**config.mk**
```make
export PLATFORM = sky130hd
export DESIGN_NAME = joint_trajectory_path_metrics_flat
export DESIGN_NICKNAME = d
export VERILOG_FILES = /design/src/sv/jtpm_pkg.sv /design/src/sv/jtpm_point_if.sv /design/src/sv/jtpm_result_if.sv /design/src/sv/joint_trajectory_path_metrics.sv /design/src/sv/jtpm_front.sv /design/src/sv/jtpm_queue.sv /design/src/sv/jtpm_back.sv /design/src/flat_wrapper.sv
export SDC_FILE = /design/constraint.sdc
export NUM_CORES = 2
export LEC_CHECK = 0
export BUFFER_PORTS_ARGS = -buffer_cell sky130_fd_sc_hd__buf_2
export CAP_MARGIN = 20
export CORE_ASPECT_RATIO = 0.5
export CORE_MARGIN = 4
export CORE_UTILIZATION = 55
export CTS_CLUSTER_SIZE = 30
export DETAILED_ROUTE_END_ITERATION = 7
export PLACE_DENSITY = 0.79
export SLEW_MARGIN = 20
export SYNTH_ARGS = -nofsm -noshare
export SYNTH_HDL_FRONTEND = slang
export SYNTH_SLANG_ARGS = --single-unit
```
**constraint.sdc**
```tcl
create_clock -name clk_i -period 27.2 [get_ports clk_i]
set_input_delay 5.44 -clock clk_i [delete_from_list [all_inputs] [get_ports clk_i]]
set_output_delay 5.44 -clock clk_i [all_outputs]
set_load 0.03 [all_outputs]
```
**src/sv/jtpm_pkg.sv**
```systemverilog
// Shared widths, queue entry type and reset constants for the joint-space
// trajectory path metrics block. No dependencies.
package jtpm_pkg;

  localparam int unsigned InJoints = 6;
  localparam int unsigned TimeW    = 48;
  localparam int unsigned PosW     = 20;
  localparam int unsigned LenW     = 40;
  localparam int unsigned DurW     = 47;
  localparam int unsigned JntW     = 3;
  localparam int unsigned SqW      = 2 * PosW;
  localparam int unsigned SumW     = SqW + 3;
  localparam int unsigned RootW    = (SumW + 1) / 2;
  localparam int unsigned RadW     = 2 * RootW;
  localparam int unsigned RemW     = RootW + 3;
  localparam int unsigned IterW    = $clog2(RootW);

  localparam logic [JntW-1:0] ActiveJointsRst = JntW'(6);

  typedef logic [JntW-1:0] jcnt_t;

  typedef struct packed {
    logic signed [TimeW-1:0]        time_ns;
    logic [InJoints-1:0][PosW-1:0]  joint_pos;
    logic                           last_point;
    logic                           time_neg;
    jcnt_t                          n_joints;
  } jtpm_entry_t;

endpackage

```
**src/sv/jtpm_point_if.sv**
```systemverilog
// Trajectory point channel: valid/ready handshake and point payload.
// Depends on jtpm_pkg.
interface jtpm_point_if import jtpm_pkg::*; ();
  logic                    valid;
  logic                    ready;
  logic signed [TimeW-1:0] time_ns;
  logic signed [PosW-1:0]  joint_pos_0;
  logic signed [PosW-1:0]  joint_pos_1;
  logic signed [PosW-1:0]  joint_pos_2;
  logic signed [PosW-1:0]  joint_pos_3;
  logic signed [PosW-1:0]  joint_pos_4;
  logic signed [PosW-1:0]  joint_pos_5;
  logic                    last_point;

  modport source (
    output valid, time_ns, joint_pos_0, joint_pos_1, joint_pos_2,
           joint_pos_3, joint_pos_4, joint_pos_5, last_point,
    input  ready
  );
  modport sink (
    input  valid, time_ns, joint_pos_0, joint_pos_1, joint_pos_2,
           joint_pos_3, joint_pos_4, joint_pos_5, last_point,
    output ready
  );
endinterface

```
**src/sv/jtpm_result_if.sv**
```systemverilog
// Path metrics result channel: valid/ready handshake and result payload.
// Depends on jtpm_pkg.
interface jtpm_result_if import jtpm_pkg::*; ();
  logic            valid;
  logic            ready;
  logic            status;
  logic [LenW-1:0] path_len;
  logic [DurW-1:0] duration_ns;
  logic [PosW-1:0] max_joint_travel;

  modport source (
    output valid, status, path_len, duration_ns, max_joint_travel,
    input  ready
  );
  modport sink (
    input  valid, status, path_len, duration_ns, max_joint_travel,
    output ready
  );
endinterface

```
**src/sv/joint_trajectory_path_metrics.sv**
```systemverilog
// Joint-space trajectory path metrics, top level.
// In the back end a valid later point takes one squared delta per cycle over
// the n joints in use, then a 22-step one-bit-per-cycle square root; first,
// failing and post-error points skip both, and a last point adds an emit step.
// The back end takes a new point only when idle; a two-entry queue decouples intake.
// Reset clears all trajectory state and sets active_joints to six.
module joint_trajectory_path_metrics import jtpm_pkg::*; #(
  parameter int unsigned MAX_JOINTS = 6
) (
  input  logic            clk_i,
  input  logic            rst_ni,
  jtpm_point_if.sink      pt_i,
  jtpm_result_if.source   res_o,
  input  logic            cfg_we_i,
  input  logic [JntW-1:0] cfg_wdata_i
);

  localparam int unsigned NumJ = (MAX_JOINTS < InJoints) ? MAX_JOINTS : InJoints;

  logic        push, full, pop, q_valid;
  jtpm_entry_t push_entry, q_entry;

  jtpm_front #(
    .NUM_JOINTS (NumJ)
  ) u_front (
    .clk_i       (clk_i),
    .rst_ni      (rst_ni),
    .pt_i        (pt_i),
    .cfg_we_i    (cfg_we_i),
    .cfg_wdata_i (cfg_wdata_i),
    .q_full_i    (full),
    .push_o      (push),
    .entry_o     (push_entry)
  );

  jtpm_queue u_queue (
    .clk_i   (clk_i),
    .rst_ni  (rst_ni),
    .push_i  (push),
    .entry_i (push_entry),
    .full_o  (full),
    .pop_i   (pop),
    .valid_o (q_valid),
    .entry_o (q_entry)
  );

  jtpm_back #(
    .NUM_JOINTS (NumJ)
  ) u_back (
    .clk_i     (clk_i),
    .rst_ni    (rst_ni),
    .q_valid_i (q_valid),
    .q_entry_i (q_entry),
    .pop_o     (pop),
    .res_o     (res_o)
  );

endmodule

```
**src/sv/jtpm_front.sv**
```systemverilog
// Front end: joint count register, item intake and classification into
// queue entries. Depends on jtpm_pkg and jtpm_point_if.
module jtpm_front import jtpm_pkg::*; #(
  parameter int unsigned NUM_JOINTS = 6
) (
  input  logic             clk_i,
  input  logic             rst_ni,
  jtpm_point_if.sink       pt_i,
  input  logic             cfg_we_i,
  input  logic [JntW-1:0]  cfg_wdata_i,
  input  logic             q_full_i,
  output logic             push_o,
  output jtpm_entry_t      entry_o
);

  logic [JntW-1:0] active_q;
  jcnt_t           n_use;

  always_ff @(posedge clk_i or negedge rst_ni) begin
    if (!rst_ni) begin
      active_q <= ActiveJointsRst;
    end else if (cfg_we_i) begin
      active_q <= cfg_wdata_i;
    end
  end

  always_comb begin
    if (active_q == '0) begin
      n_use = JntW'(1);
    end else if (active_q > JntW'(NUM_JOINTS)) begin
      n_use = JntW'(NUM_JOINTS);
    end else begin
      n_use = active_q;
    end
  end

  assign pt_i.ready = !q_full_i;
  assign push_o     = pt_i.valid && !q_full_i;

  always_comb begin
    entry_o.time_ns      = pt_i.time_ns;
    entry_o.joint_pos[0] = pt_i.joint_pos_0;
    entry_o.joint_pos[1] = pt_i.joint_pos_1;
    entry_o.joint_pos[2] = pt_i.joint_pos_2;
    entry_o.joint_pos[3] = pt_i.joint_pos_3;
    entry_o.joint_pos[4] = pt_i.joint_pos_4;
    entry_o.joint_pos[5] = pt_i.joint_pos_5;
    entry_o.last_point   = pt_i.last_point;
    entry_o.time_neg     = pt_i.time_ns[TimeW-1];
    entry_o.n_joints     = n_use;
  end

endmodule

```
**src/sv/jtpm_queue.sv**
```systemverilog
// Two-entry item queue between front and back end.
// Depends on jtpm_pkg.
module jtpm_queue import jtpm_pkg::*; (
  input  logic        clk_i,
  input  logic        rst_ni,
  input  logic        push_i,
  input  jtpm_entry_t entry_i,
  output logic        full_o,
  input  logic        pop_i,
  output logic        valid_o,
  output jtpm_entry_t entry_o
);

  localparam int unsigned Depth = 2;
  localparam int unsigned PtrW  = $clog2(Depth);
  localparam int unsigned CntW  = $clog2(Depth + 1);

  jtpm_entry_t     mem_q [Depth];
  logic [PtrW-1:0] wr_q, rd_q;
  logic [CntW-1:0] cnt_q;
  logic            do_pop;

  assign full_o  = (cnt_q == CntW'(Depth));
  assign valid_o = (cnt_q != '0);
  assign entry_o = mem_q[rd_q];
  assign do_pop  = pop_i && valid_o;

  always_ff @(posedge clk_i or negedge rst_ni) begin
    if (!rst_ni) begin
      wr_q  <= '0;
      rd_q  <= '0;
      cnt_q <= '0;
    end else begin
      if (push_i) begin
        wr_q <= wr_q + PtrW'(1);
      end
      if (do_pop) begin
        rd_q <= rd_q + PtrW'(1);
      end
      if (push_i && !do_pop) begin
        cnt_q <= cnt_q + CntW'(1);
      end else if (!push_i && do_pop) begin
        cnt_q <= cnt_q - CntW'(1);
      end
    end
  end

  always_ff @(posedge clk_i) begin
    if (push_i) begin
      mem_q[wr_q] <= entry_i;
    end
  end

endmodule

```
**src/sv/jtpm_back.sv**
```systemverilog
// Back end: time checks, squared-delta sum, bit-serial square root,
// saturating path length, travel and result register.
// Depends on jtpm_pkg and jtpm_result_if.
module jtpm_back import jtpm_pkg::*; #(
  parameter int unsigned NUM_JOINTS = 6
) (
  input  logic          clk_i,
  input  logic          rst_ni,
  input  logic          q_valid_i,
  input  jtpm_entry_t   q_entry_i,
  output logic          pop_o,
  jtpm_result_if.source res_o
);

  localparam int unsigned IdxW = (NUM_JOINTS > 1) ? $clog2(NUM_JOINTS) : 1;

  localparam logic [2:0] StIdle = 3'd0;
  localparam logic [2:0] StSq   = 3'd1;
  localparam logic [2:0] StSqrt = 3'd2;
  localparam logic [2:0] StAcc  = 3'd3;
  localparam logic [2:0] StEmit = 3'd4;

  logic [2:0]              st_q, st_d;
  logic [PosW-1:0]         prev_q [NUM_JOINTS];
  logic [PosW-1:0]         start_q [NUM_JOINTS];
  logic [PosW-1:0]         prev_d [NUM_JOINTS];
  logic [PosW-1:0]         start_d [NUM_JOINTS];
  logic signed [TimeW-1:0] ptime_q, ptime_d;
  logic [LenW-1:0]         acc_q, acc_d;
  logic                    await_q, await_d;
  logic                    err_q, err_d;

  jtpm_entry_t             cur_q, cur_d;
  jcnt_t                   k_q, k_d;
  logic [SqW-1:0]          prod_q, prod_d;
  logic [SumW-1:0]         sum_q, sum_d;
  logic [RadW-1:0]         rad_q, rad_d;
  logic [RemW-1:0]         rem_q, rem_d;
  logic [RootW-1:0]        root_q, root_d;
  logic [IterW-1:0]        it_q, it_d;

  logic                    rv_q, rv_d;
  logic                    rs_q, rs_d;
  logic [LenW-1:0]         rlen_q, rlen_d;
  logic [DurW-1:0]         rdur_q, rdur_d;
  logic [PosW-1:0]         rtrv_q, rtrv_d;

  logic signed [PosW:0]    dlt;
  logic [PosW-1:0]         dmag;
  logic [RemW-1:0]         rem_sh, trial;
  logic [LenW:0]           acc_sum;
  logic [PosW-1:0]         trav;
  logic signed [PosW:0]    tdl [NUM_JOINTS];
  logic [PosW-1:0]         tmag [NUM_JOINTS];
  logic                    out_free;

  assign out_free       = !rv_q || res_o.ready;
  assign pop_o          = (st_q == StIdle) && q_valid_i;
  assign res_o.valid            = rv_q;
  assign res_o.status           = rs_q;
  assign res_o.path_len         = rlen_q;
  assign res_o.duration_ns      = rdur_q;
  assign res_o.max_joint_travel = rtrv_q;

  // delta magnitude for the joint under k_q
  always_comb begin
    dlt  = $signed({cur_q.joint_pos[k_q][PosW-1], cur_q.joint_pos[k_q]})
         - $signed({prev_q[k_q[IdxW-1:0]][PosW-1], prev_q[k_q[IdxW-1:0]]});
    dmag = dlt[PosW] ? PosW'(-dlt) : dlt[PosW-1:0];
  end

  always_comb begin
    rem_sh  = {rem_q[RemW-3:0], rad_q[RadW-1 -: 2]};
    trial   = RemW'({root_q, 2'b01});
    acc_sum = {1'b0, acc_q} + (LenW + 1)'(root_q);
  end

  // largest |goal - start| over the joints in use
  always_comb begin
    trav = '0;
    for (int j = 0; j < NUM_JOINTS; j++) begin
      tdl[j]  = $signed({cur_q.joint_pos[j][PosW-1], cur_q.joint_pos[j]})
              - $signed({start_q[j][PosW-1], start_q[j]});
      tmag[j] = tdl[j][PosW] ? PosW'(-tdl[j]) : tdl[j][PosW-1:0];
      if (JntW'(j) < cur_q.n_joints && tmag[j] > trav) begin
        trav = tmag[j];
      end
    end
  end

  always_comb begin
    st_d    = st_q;
    prev_d  = prev_q;
    start_d = start_q;
    ptime_d = ptime_q;
    acc_d   = acc_q;
    await_d = await_q;
    err_d   = err_q;
    cur_d   = cur_q;
    k_d     = k_q;
    prod_d  = prod_q;
    sum_d   = sum_q;
    rad_d   = rad_q;
    rem_d   = rem_q;
    root_d  = root_q;
    it_d    = it_q;
    rv_d    = rv_q && !res_o.ready;
    rs_d    = rs_q;
    rlen_d  = rlen_q;
    rdur_d  = rdur_q;
    rtrv_d  = rtrv_q;

    unique case (st_q)
      StIdle: begin
        if (q_valid_i) begin
          cur_d = q_entry_i;
          if (err_q) begin
            st_d = q_entry_i.last_point ? StEmit : StIdle;
          end else if (q_entry_i.time_neg ||
                       (!await_q && (q_entry_i.time_ns < ptime_q))) begin
            err_d = 1'b1;
            st_d  = q_entry_i.last_point ? StEmit : StIdle;
          end else if (await_q) begin
            for (int j = 0; j < NUM_JOINTS; j++) begin
              if (JntW'(j) < q_entry_i.n_joints) begin
                start_d[j] = q_entry_i.joint_pos[j];
                prev_d[j]  = q_entry_i.joint_pos[j];
              end
            end
            ptime_d = q_entry_i.time_ns;
            await_d = 1'b0;
            st_d    = q_entry_i.last_point ? StEmit : StIdle;
          end else begin
            k_d   = '0;
            sum_d = '0;
            st_d  = StSq;
          end
        end
      end
      StSq: begin
        if (k_q != '0) begin
          sum_d = sum_q + SumW'(prod_q);
        end
        if (k_q == cur_q.n_joints) begin
          rad_d  = RadW'(sum_d);
          rem_d  = '0;
          root_d = '0;
          it_d   = '0;
          st_d   = StSqrt;
        end else begin
          prod_d = SqW'(dmag) * SqW'(dmag);
          k_d    = k_q + JntW'(1);
        end
      end
      StSqrt: begin
        rad_d = {rad_q[RadW-3:0], 2'b00};
        if (rem_sh >= trial) begin
          rem_d  = rem_sh - trial;
          root_d = {root_q[RootW-2:0], 1'b1};
        end else begin
          rem_d  = rem_sh;
          root_d = {root_q[RootW-2:0], 1'b0};
        end
        it_d = it_q + IterW'(1);
        if (it_q == IterW'(RootW - 1)) begin
          st_d = StAcc;
        end
      end
      StAcc: begin
        acc_d = acc_sum[LenW] ? '1 : acc_sum[LenW-1:0];
        for (int j = 0; j < NUM_JOINTS; j++) begin
          if (JntW'(j) < cur_q.n_joints) begin
            prev_d[j] = cur_q.joint_pos[j];
          end
        end
        ptime_d = cur_q.time_ns;
        st_d    = cur_q.last_point ? StEmit : StIdle;
      end
      StEmit: begin
        if (out_free) begin
          rv_d   = 1'b1;
          rs_d   = err_q;
          rlen_d = err_q ? '0 : acc_q;
          rdur_d = err_q ? '0 : cur_q.time_ns[DurW-1:0];
          rtrv_d = err_q ? '0 : trav;
          for (int j = 0; j < NUM_JOINTS; j++) begin
            prev_d[j]  = '0;
            start_d[j] = '0;
          end
          ptime_d = '0;
          acc_d   = '0;
          await_d = 1'b1;
          err_d   = 1'b0;
          st_d    = StIdle;
        end
      end
      default: begin
        st_d = StIdle;
      end
    endcase
  end

  always_ff @(posedge clk_i or negedge rst_ni) begin
    if (!rst_ni) begin
      st_q    <= StIdle;
      for (int j = 0; j < NUM_JOINTS; j++) begin
        prev_q[j]  <= '0;
        start_q[j] <= '0;
      end
      ptime_q <= '0;
      acc_q   <= '0;
      await_q <= 1'b1;
      err_q   <= 1'b0;
      rv_q    <= 1'b0;
    end else begin
      st_q    <= st_d;
      prev_q  <= prev_d;
      start_q <= start_d;
      ptime_q <= ptime_d;
      acc_q   <= acc_d;
      await_q <= await_d;
      err_q   <= err_d;
      rv_q    <= rv_d;
    end
  end

  always_ff @(posedge clk_i) begin
    cur_q  <= cur_d;
    k_q    <= k_d;
    prod_q <= prod_d;
    sum_q  <= sum_d;
    rad_q  <= rad_d;
    rem_q  <= rem_d;
    root_q <= root_d;
    it_q   <= it_d;
    rs_q   <= rs_d;
    rlen_q <= rlen_d;
    rdur_q <= rdur_d;
    rtrv_q <= rtrv_d;
  end

endmodule
```
**src/flat_wrapper.sv**
```systemverilog
// flat-port wrapper written by rule: the top's interface ports become plain ports
module joint_trajectory_path_metrics_flat import jtpm_pkg::*;
#(
  parameter int unsigned MAX_JOINTS = 6
)
  (clk_i, rst_ni, cfg_we_i, cfg_wdata_i, pt_i_valid, pt_i_time_ns, pt_i_joint_pos_0, pt_i_joint_pos_1, pt_i_joint_pos_2, pt_i_joint_pos_3, pt_i_joint_pos_4, pt_i_joint_pos_5, pt_i_last_point, pt_i_ready, res_o_valid, res_o_status, res_o_path_len, res_o_duration_ns, res_o_max_joint_travel, res_o_ready);
  jtpm_point_if pt_i_i ();
  jtpm_result_if res_o_i ();
  input  logic clk_i;
  input  logic rst_ni;
  input  logic cfg_we_i;
  input  logic [JntW-1:0] cfg_wdata_i;
  input wire logic [$bits(pt_i_i.valid)-1:0] pt_i_valid;
  input wire logic [$bits(pt_i_i.time_ns)-1:0] pt_i_time_ns;
  input wire logic [$bits(pt_i_i.joint_pos_0)-1:0] pt_i_joint_pos_0;
  input wire logic [$bits(pt_i_i.joint_pos_1)-1:0] pt_i_joint_pos_1;
  input wire logic [$bits(pt_i_i.joint_pos_2)-1:0] pt_i_joint_pos_2;
  input wire logic [$bits(pt_i_i.joint_pos_3)-1:0] pt_i_joint_pos_3;
  input wire logic [$bits(pt_i_i.joint_pos_4)-1:0] pt_i_joint_pos_4;
  input wire logic [$bits(pt_i_i.joint_pos_5)-1:0] pt_i_joint_pos_5;
  input wire logic [$bits(pt_i_i.last_point)-1:0] pt_i_last_point;
  output wire logic [$bits(pt_i_i.ready)-1:0] pt_i_ready;
  output wire logic [$bits(res_o_i.valid)-1:0] res_o_valid;
  output wire logic [$bits(res_o_i.status)-1:0] res_o_status;
  output wire logic [$bits(res_o_i.path_len)-1:0] res_o_path_len;
  output wire logic [$bits(res_o_i.duration_ns)-1:0] res_o_duration_ns;
  output wire logic [$bits(res_o_i.max_joint_travel)-1:0] res_o_max_joint_travel;
  input wire logic [$bits(res_o_i.ready)-1:0] res_o_ready;
  assign pt_i_i.valid = pt_i_valid;
  assign pt_i_i.time_ns = pt_i_time_ns;
  assign pt_i_i.joint_pos_0 = pt_i_joint_pos_0;
  assign pt_i_i.joint_pos_1 = pt_i_joint_pos_1;
  assign pt_i_i.joint_pos_2 = pt_i_joint_pos_2;
  assign pt_i_i.joint_pos_3 = pt_i_joint_pos_3;
  assign pt_i_i.joint_pos_4 = pt_i_joint_pos_4;
  assign pt_i_i.joint_pos_5 = pt_i_joint_pos_5;
  assign pt_i_i.last_point = pt_i_last_point;
  assign pt_i_ready = pt_i_i.ready;
  assign res_o_valid = res_o_i.valid;
  assign res_o_status = res_o_i.status;
  assign res_o_path_len = res_o_i.path_len;
  assign res_o_duration_ns = res_o_i.duration_ns;
  assign res_o_max_joint_travel = res_o_i.max_joint_travel;
  assign res_o_i.ready = res_o_ready;
  joint_trajectory_path_metrics #(.MAX_JOINTS(MAX_JOINTS)) u_core (.clk_i(clk_i), .rst_ni(rst_ni), .pt_i(pt_i_i), .res_o(res_o_i), .cfg_we_i(cfg_we_i), .cfg_wdata_i(cfg_wdata_i));
endmodule
```
== Word level (Yosys, flattened, before mapping) ==
Memories as Yosys holds them, arrays and structs flattened.
Index checks and enable logic that the tools add are counted.

* RAM bits: 346
* Memories kept: 1
* Word-level logic and storage cells: 270
* Flip-flop bits (word level): 801

{| class="wikitable"
|+ Memories
! name !! depth !! width !! rd ports !! clocked after Yosys merged registers in !! wr ports !! line !! source
|-
| u_core.u_queue.mem_q || 2 || 173 || 1 || 0 || 1 || jtpm_queue.sv:18 || <nowiki>jtpm_entry_t mem_q [Depth];</nowiki>
|}

* Equal/unequal tests: 28
* Muxes and demuxes: 96
* Bitwise gates (word level): 2
* Add/subtract/negate cells: 23
* Order comparisons: 23
* Reductions and logical operators: 54
* $mul: 1

{| class="wikitable"
|+ Operators by type and width
! operator !! count
|-
| 120-bit 2-to-1 mux || 5
|-
| 20-bit 2-to-1 mux || 28
|-
| 120-bit one-hot mux with 3 select lines || 1
|-
| 48-bit 2-to-1 mux || 5
|-
| 120-bit one-hot mux with 2 select lines || 1
|-
| 43-bit 2-to-1 mux || 5
|-
| 20-bit by 20-bit subtractor with 21-bit output || 7
|-
| 48-bit one-hot mux with 3 select lines || 1
|-
| 20-bit negator || 7
|-
| 20-bit binary-select mux with 3-bit select || 2
|-
| 20-bit > comparator || 5
|-
| 44-bit one-hot mux with 2 select lines || 1
|-
| 43-bit one-hot mux with 2 select lines || 1
|-
| 40-bit 2-to-1 mux || 2
|-
| 40-bit one-hot mux with 2 select lines || 1
|-
| 48-bit less-than comparator || 1
|-
| 3-bit 2-to-1 mux || 16
|-
| 8-bit AND reduction || 6
|-
| 23-bit 2-to-1 mux || 2
|-
| 23-bit one-hot mux with 2 select lines || 1
|-
| 44-bit 2-to-1 mux || 1
|-
| 22-bit one-hot mux with 2 select lines || 1
|-
| 43-bit by 40-bit adder with 43-bit output || 1
|-
| 7-bit AND reduction || 6
|-
| other kinds (45) || 120
|}

== Logic depth before layout (Yosys ltp) ==
* Depth after elaboration: 21
* Gate-level depth with buffers: 74
* Depth with buffers taken out: 69

== Hierarchy ==
A second synthesis with hierarchy kept.

* Cells, all modules: 7523
* Area, all modules: 77190.3 um^2

{| class="wikitable"
|+ By module, submodules not included
! module !! area each (um^2) !! cells each !! times used
|-
| jtpm_back || 63036.7 || 6784 || 1
|-
| jtpm_queue || 12734.7 || 554 || 1
|-
| jtpm_front || 1418.9 || 185 || 1
|}

== Worst setup path before layout ==
OpenSTA, ideal clock, no wires.

* Path type: register -> register
* Start point: register u_core.u_back.cur_q[25] (netlist name)
* End point: register u_core.u_back.rtrv_q[6], in the netlist u_core.u_back.res_o.max_joint_travel[6], data pin
* Data arrival time: 14.422 ns
* Setup slack: 12.631 ns
* Cell stages (with the launch flop): 71
* Path buffers: 7
* Cell sequence: edfxtp_1 > inv_1 > ha_1 > inv_1 > fa_1 > a211oi_2 > o21ai_1 > a2111oi_2 > o21ba_2 > xnor2_1 > or4_1 > or4_1 > a21oi_1 > xor2_1 > ha_1 > nand4_1 > or2_2 > nor4_1 > (+35 left out) > o21a_1 > or3_2 > clkbuf_8 > o22ai_1 > a211o_1 > ha_1 > a21o_1 > a21o_1 > a21o_1 > a21o_1 > a21o_1 > a21oi_1 > nor2b_1 > o21ai_0 > a21o_2 > clkbuf_1 > o211ai_1 > a21oi_1

* Word-level cells in the longest chain between the ends: 18

{| class="wikitable"
|+ Ends and longest elaborated chain
! item !! line !! source
|-
| start: declaration || jtpm_back.sv:33 || <nowiki>jtpm_entry_t cur_q, cur_d;</nowiki>
|-
| start signal: assignment || jtpm_back.sv:228 || <nowiki>cur_q <= cur_d;</nowiki>
|-
| 20-bit by 20-bit subtractor with 21-bit output (*) || jtpm_back.sv:83 || <nowiki>- $signed({start_q[j][PosW-1], start_q[j]});</nowiki>
|-
| 20-bit negator || jtpm_back.sv:84 || <nowiki>tmag[j] = tdl[j][PosW] ? PosW'(-tdl[j]) : tdl[j][PosW-1:0];</nowiki>
|-
| 20-bit 2-to-1 mux (*) || jtpm_back.sv:84 ||
|-
| 20-bit > comparator || jtpm_back.sv:85 || <nowiki>if (JntW'(j) < cur_q.n_joints && tmag[j] > trav) begin</nowiki>
|-
| 1-bit logical AND || jtpm_back.sv:85 ||
|-
| 20-bit 2-to-1 mux (*) || jtpm_back.sv:85 ||
|-
| 20-bit > comparator || jtpm_back.sv:85 ||
|-
| 1-bit logical AND || jtpm_back.sv:85 ||
|-
| (+2 left out) || n/a ||
|-
| 1-bit logical AND || jtpm_back.sv:85 ||
|-
| 20-bit 2-to-1 mux (*) || jtpm_back.sv:85 ||
|-
| 20-bit > comparator || jtpm_back.sv:85 ||
|-
| 1-bit logical AND || jtpm_back.sv:85 ||
|-
| 20-bit 2-to-1 mux (*) || jtpm_back.sv:85 ||
|-
| 20-bit > comparator || jtpm_back.sv:85 ||
|-
| 1-bit logical AND || jtpm_back.sv:85 ||
|-
| 20-bit 2-to-1 mux (*) || jtpm_back.sv:85 ||
|-
| end signal: assignment || jtpm_back.sv:239 || <nowiki>rtrv_q <= rtrv_d;</nowiki>
|-
| end: declaration || jtpm_back.sv:46 || <nowiki>logic [PosW-1:0] rtrv_q, rtrv_d;</nowiki>
|}

Every way passes the cells marked *; elsewhere a longest branch is shown, timed or not.
A chain may end at the register's enable or synchronous reset.

== Final worst setup path ==
* Start point: register u_core.u_back.cur_q[25] (netlist name)
* End point: register u_core.u_back.rtrv_q[15], in the netlist u_core.u_back.res_o.max_joint_travel[15], data pin

Same word-level chain as after synthesis.

==> run metrics <==
outcome completed; CTS Root Cell clkbuf_16; final hold vios 0; Post-synth EDFFs 803; final period utilization 0.642; Final nets roughly 8600; count of final setup violators 0; CTS tree built; WL final around 220 mm; area growth from synthesis to layout 9.11%; die height 271 um; CP required approximately 28 ns; Max Slew Vio Count 0; clock buffer depth 3; FMAX 57.2 MHz; crit start category register; RSZ-0062 raised after global routing no; Clock Latency Late Sink about 0.78 ns; DR vias/cell 6.04; post-CTS setup repair buffer count 0; top post-synthesis cells by count edfxtp_1 (803), inv_1 (676), nand2_1 (655), nor2_1 (639), a21oi_1 (567); total CTS buffers 102; die footprint 0.145 mm2; Slew HR 0.214; IO Count between 200 and 300; GRT Util Overall 0.293; initial detailed-routing violation count between 5000 and 6000; leading area contributor after synthesis edfxtp_1; Setup TNS 0 ns; Core ar. 0.137 mm2; first-pass GRT wire length around 330 mm; CTS resizes 0; net count after synthesis 8464; final cell count without fillers 9581; Max Cap Viol 0; initial antenna violation count 18; synth unique cells ~110; GPL Wtd Cong just over 1; vias in the first global route 56500; fraction of registers with async set/reset 0.298; Layout Skew 0.0610 ns; Overflow after GRT 0; via count 57900; Mapped Cells around 7500; routed length per instance approximately 23 um; fillcell total between 10000 and 15000; most frequent CP cell a21o_1; hold buffer count at cts 0; Seq/Total Area, Yosys 0.428; Clock transition at path regs approximately 0.080 ns; layout cells sized above 1 0.106; Setup crit end kind register; largest net degree at the start of global routing 130; # rows between 90 and 100; H-tree depth 3; syn avg cell area ~10 um2; crit path max fanout 35; DRC viols 0; top-count cell post-synth edfxtp_1; placed cell count ~9400; Main synth FF type edfxtp_1; Least-Margin Pin Slew 1.16 ns; slowest CP cell a2111oi_1; top area cells in the synthesized netlist edfxtp_1 (32%), dfrtp_1 (11%), ha_1 (8.7%); Crit Path Class reg -> reg; Synth Cell Area ~0.076 mm2; clock sink count 1144; type of the most critical hold path reg -> reg; DP HPWL about 160 mm; post-synthesis register bit count 1144; fin crit period 17.47 ns; Worst EP arrival ~18 ns; yosys warns 0; r2r setup slk 9.73 ns; Starting Density 0.555; area share of the largest cell type after synthesis 0.316; Final ANT Viol Nets 0; TritonRoute pass-1 iters 6; # port buffers approximately 290; chip width between 500 and 600 um; Max stage delay on crit path about 0.84 ns
[cell families after synthesis]
family / share of synthesized area
simple gates: 0.130
compound gates: 0.144
flops: 0.428
buf+inv: 0.0497
fa+ha+maj: 0.163
xor+xnor: 0.0378
mux: 0.0470
[through the flow]
stage / utilization / worst slack, ns / hold WS (ns) / area, um2
2_1_floorplan: - / 12.63 / 0.424 / 76300
3_3_place_gp: 0.579 / 10.50 / 0.431 / 79600
3_5_place_dp: 0.579 / 10.28 / 0.460 / 79600
4_1_cts: 0.605 / 10.25 / 0.469 / 83200
5_1_grt: 0.605 / 8.64 / 0.491 / 83200
6_report: 0.606 / 9.73 / 0.467 / 83200
[worst max-delay path: cells and delay by family (launching register included)]
kind	cells	cell delay (ns)
XOR/XNOR	2	0.36
buffers and inverters	6	1.36
adder cells (fa/ha/maj)	7	2.02
flip-flops	1	0.40
AND/OR/NAND/NOR	21	5.27
AO/OA/AOI/OAI	32	7.76
[flip-flops by register name, indices dropped and copies added, names as in the netlist, 2 cells and up]
name                                  flops
u_core.u_back.acc_q                      40
u_core.u_back.cur_q                     172
u_core.u_back.it_q                        5
u_core.u_back.k_q                         3
u_core.u_back.prev_q                    120
u_core.u_back.prod_q                     39
u_core.u_back.ptime_q                    48
u_core.u_back.rad_q                      44
u_core.u_back.rem_q                      23
u_core.u_back.res_o.duration_ns          47
u_core.u_back.res_o.max_joint_travel     20
u_core.u_back.res_o.path_len             40
u_core.u_back.root_q                     22
u_core.u_back.st_q                        3
u_core.u_back.start_q                   120
u_core.u_back.sum_q                      43
u_core.u_front.active_q                   3
u_core.u_queue.cnt_q                      2
u_core.u_queue.mem_q                    344
[placed cells by master (no fill, tap or decap), types with 84 or more instances in the layout]
cell         n
a21o_1     151
a21oi_1    564
and3_1      84
buf_2      285
clkbuf_16  103
dfrtp_1    336
edfxtp_1   803
fa_1       288
ha_1       531
inv_1      674
mux2_2     119
mux2i_1    133
nand2_1    652
nand3_1     91
nor2_1     638
nor2b_1    137
nor3_1     154
o21ai_0    423
o31ai_1    103
xnor2_1    200
xor2_1     123
[layer usage]
layer  up-vias  global-route usage  wire, um
met1     28300               0.388     88200
met5         -                   0        49
met2      2276               0.467     99300
met3       526              0.0578     17000
li1      26800                   -         -
met4         6               0.134     11300
[cell type report]
cell class	instances	area, um2	area share
multi-input combinational	5325	40000	0.481
clock buffer	141	2820	0.0339
sequential	1144	32700	0.392
timing repair buffer	366	2080	0.0250
antenna	9	22.5	0.000271
inverter	681	2560	0.0308
clock inverter	53	742	0.00892
tap	1862	2330	0.0280
[final timing paths]
path / from / endpoint / cells past startpoint
min in group asynchronous: rst_ni / u_core.u_back.start_q[107] / 1
min: u_core.u_back.cur_q[172] / u_core.u_back.ptime_q[47] / 2
max reg2reg: u_core.u_back.cur_q[25] / u_core.u_back.res_o.max_joint_travel[15] / 68
min reg2reg: u_core.u_back.cur_q[172] / u_core.u_back.ptime_q[47] / 2
max: u_core.u_back.cur_q[25] / u_core.u_back.res_o.max_joint_travel[15] / 68
max in group asynchronous: rst_ni / u_core.u_back.start_q[10] / 3
Power is left out: the tool's default activity adds up to more than one toggle a clock period on the data nets, which glitch-free logic cannot reach.
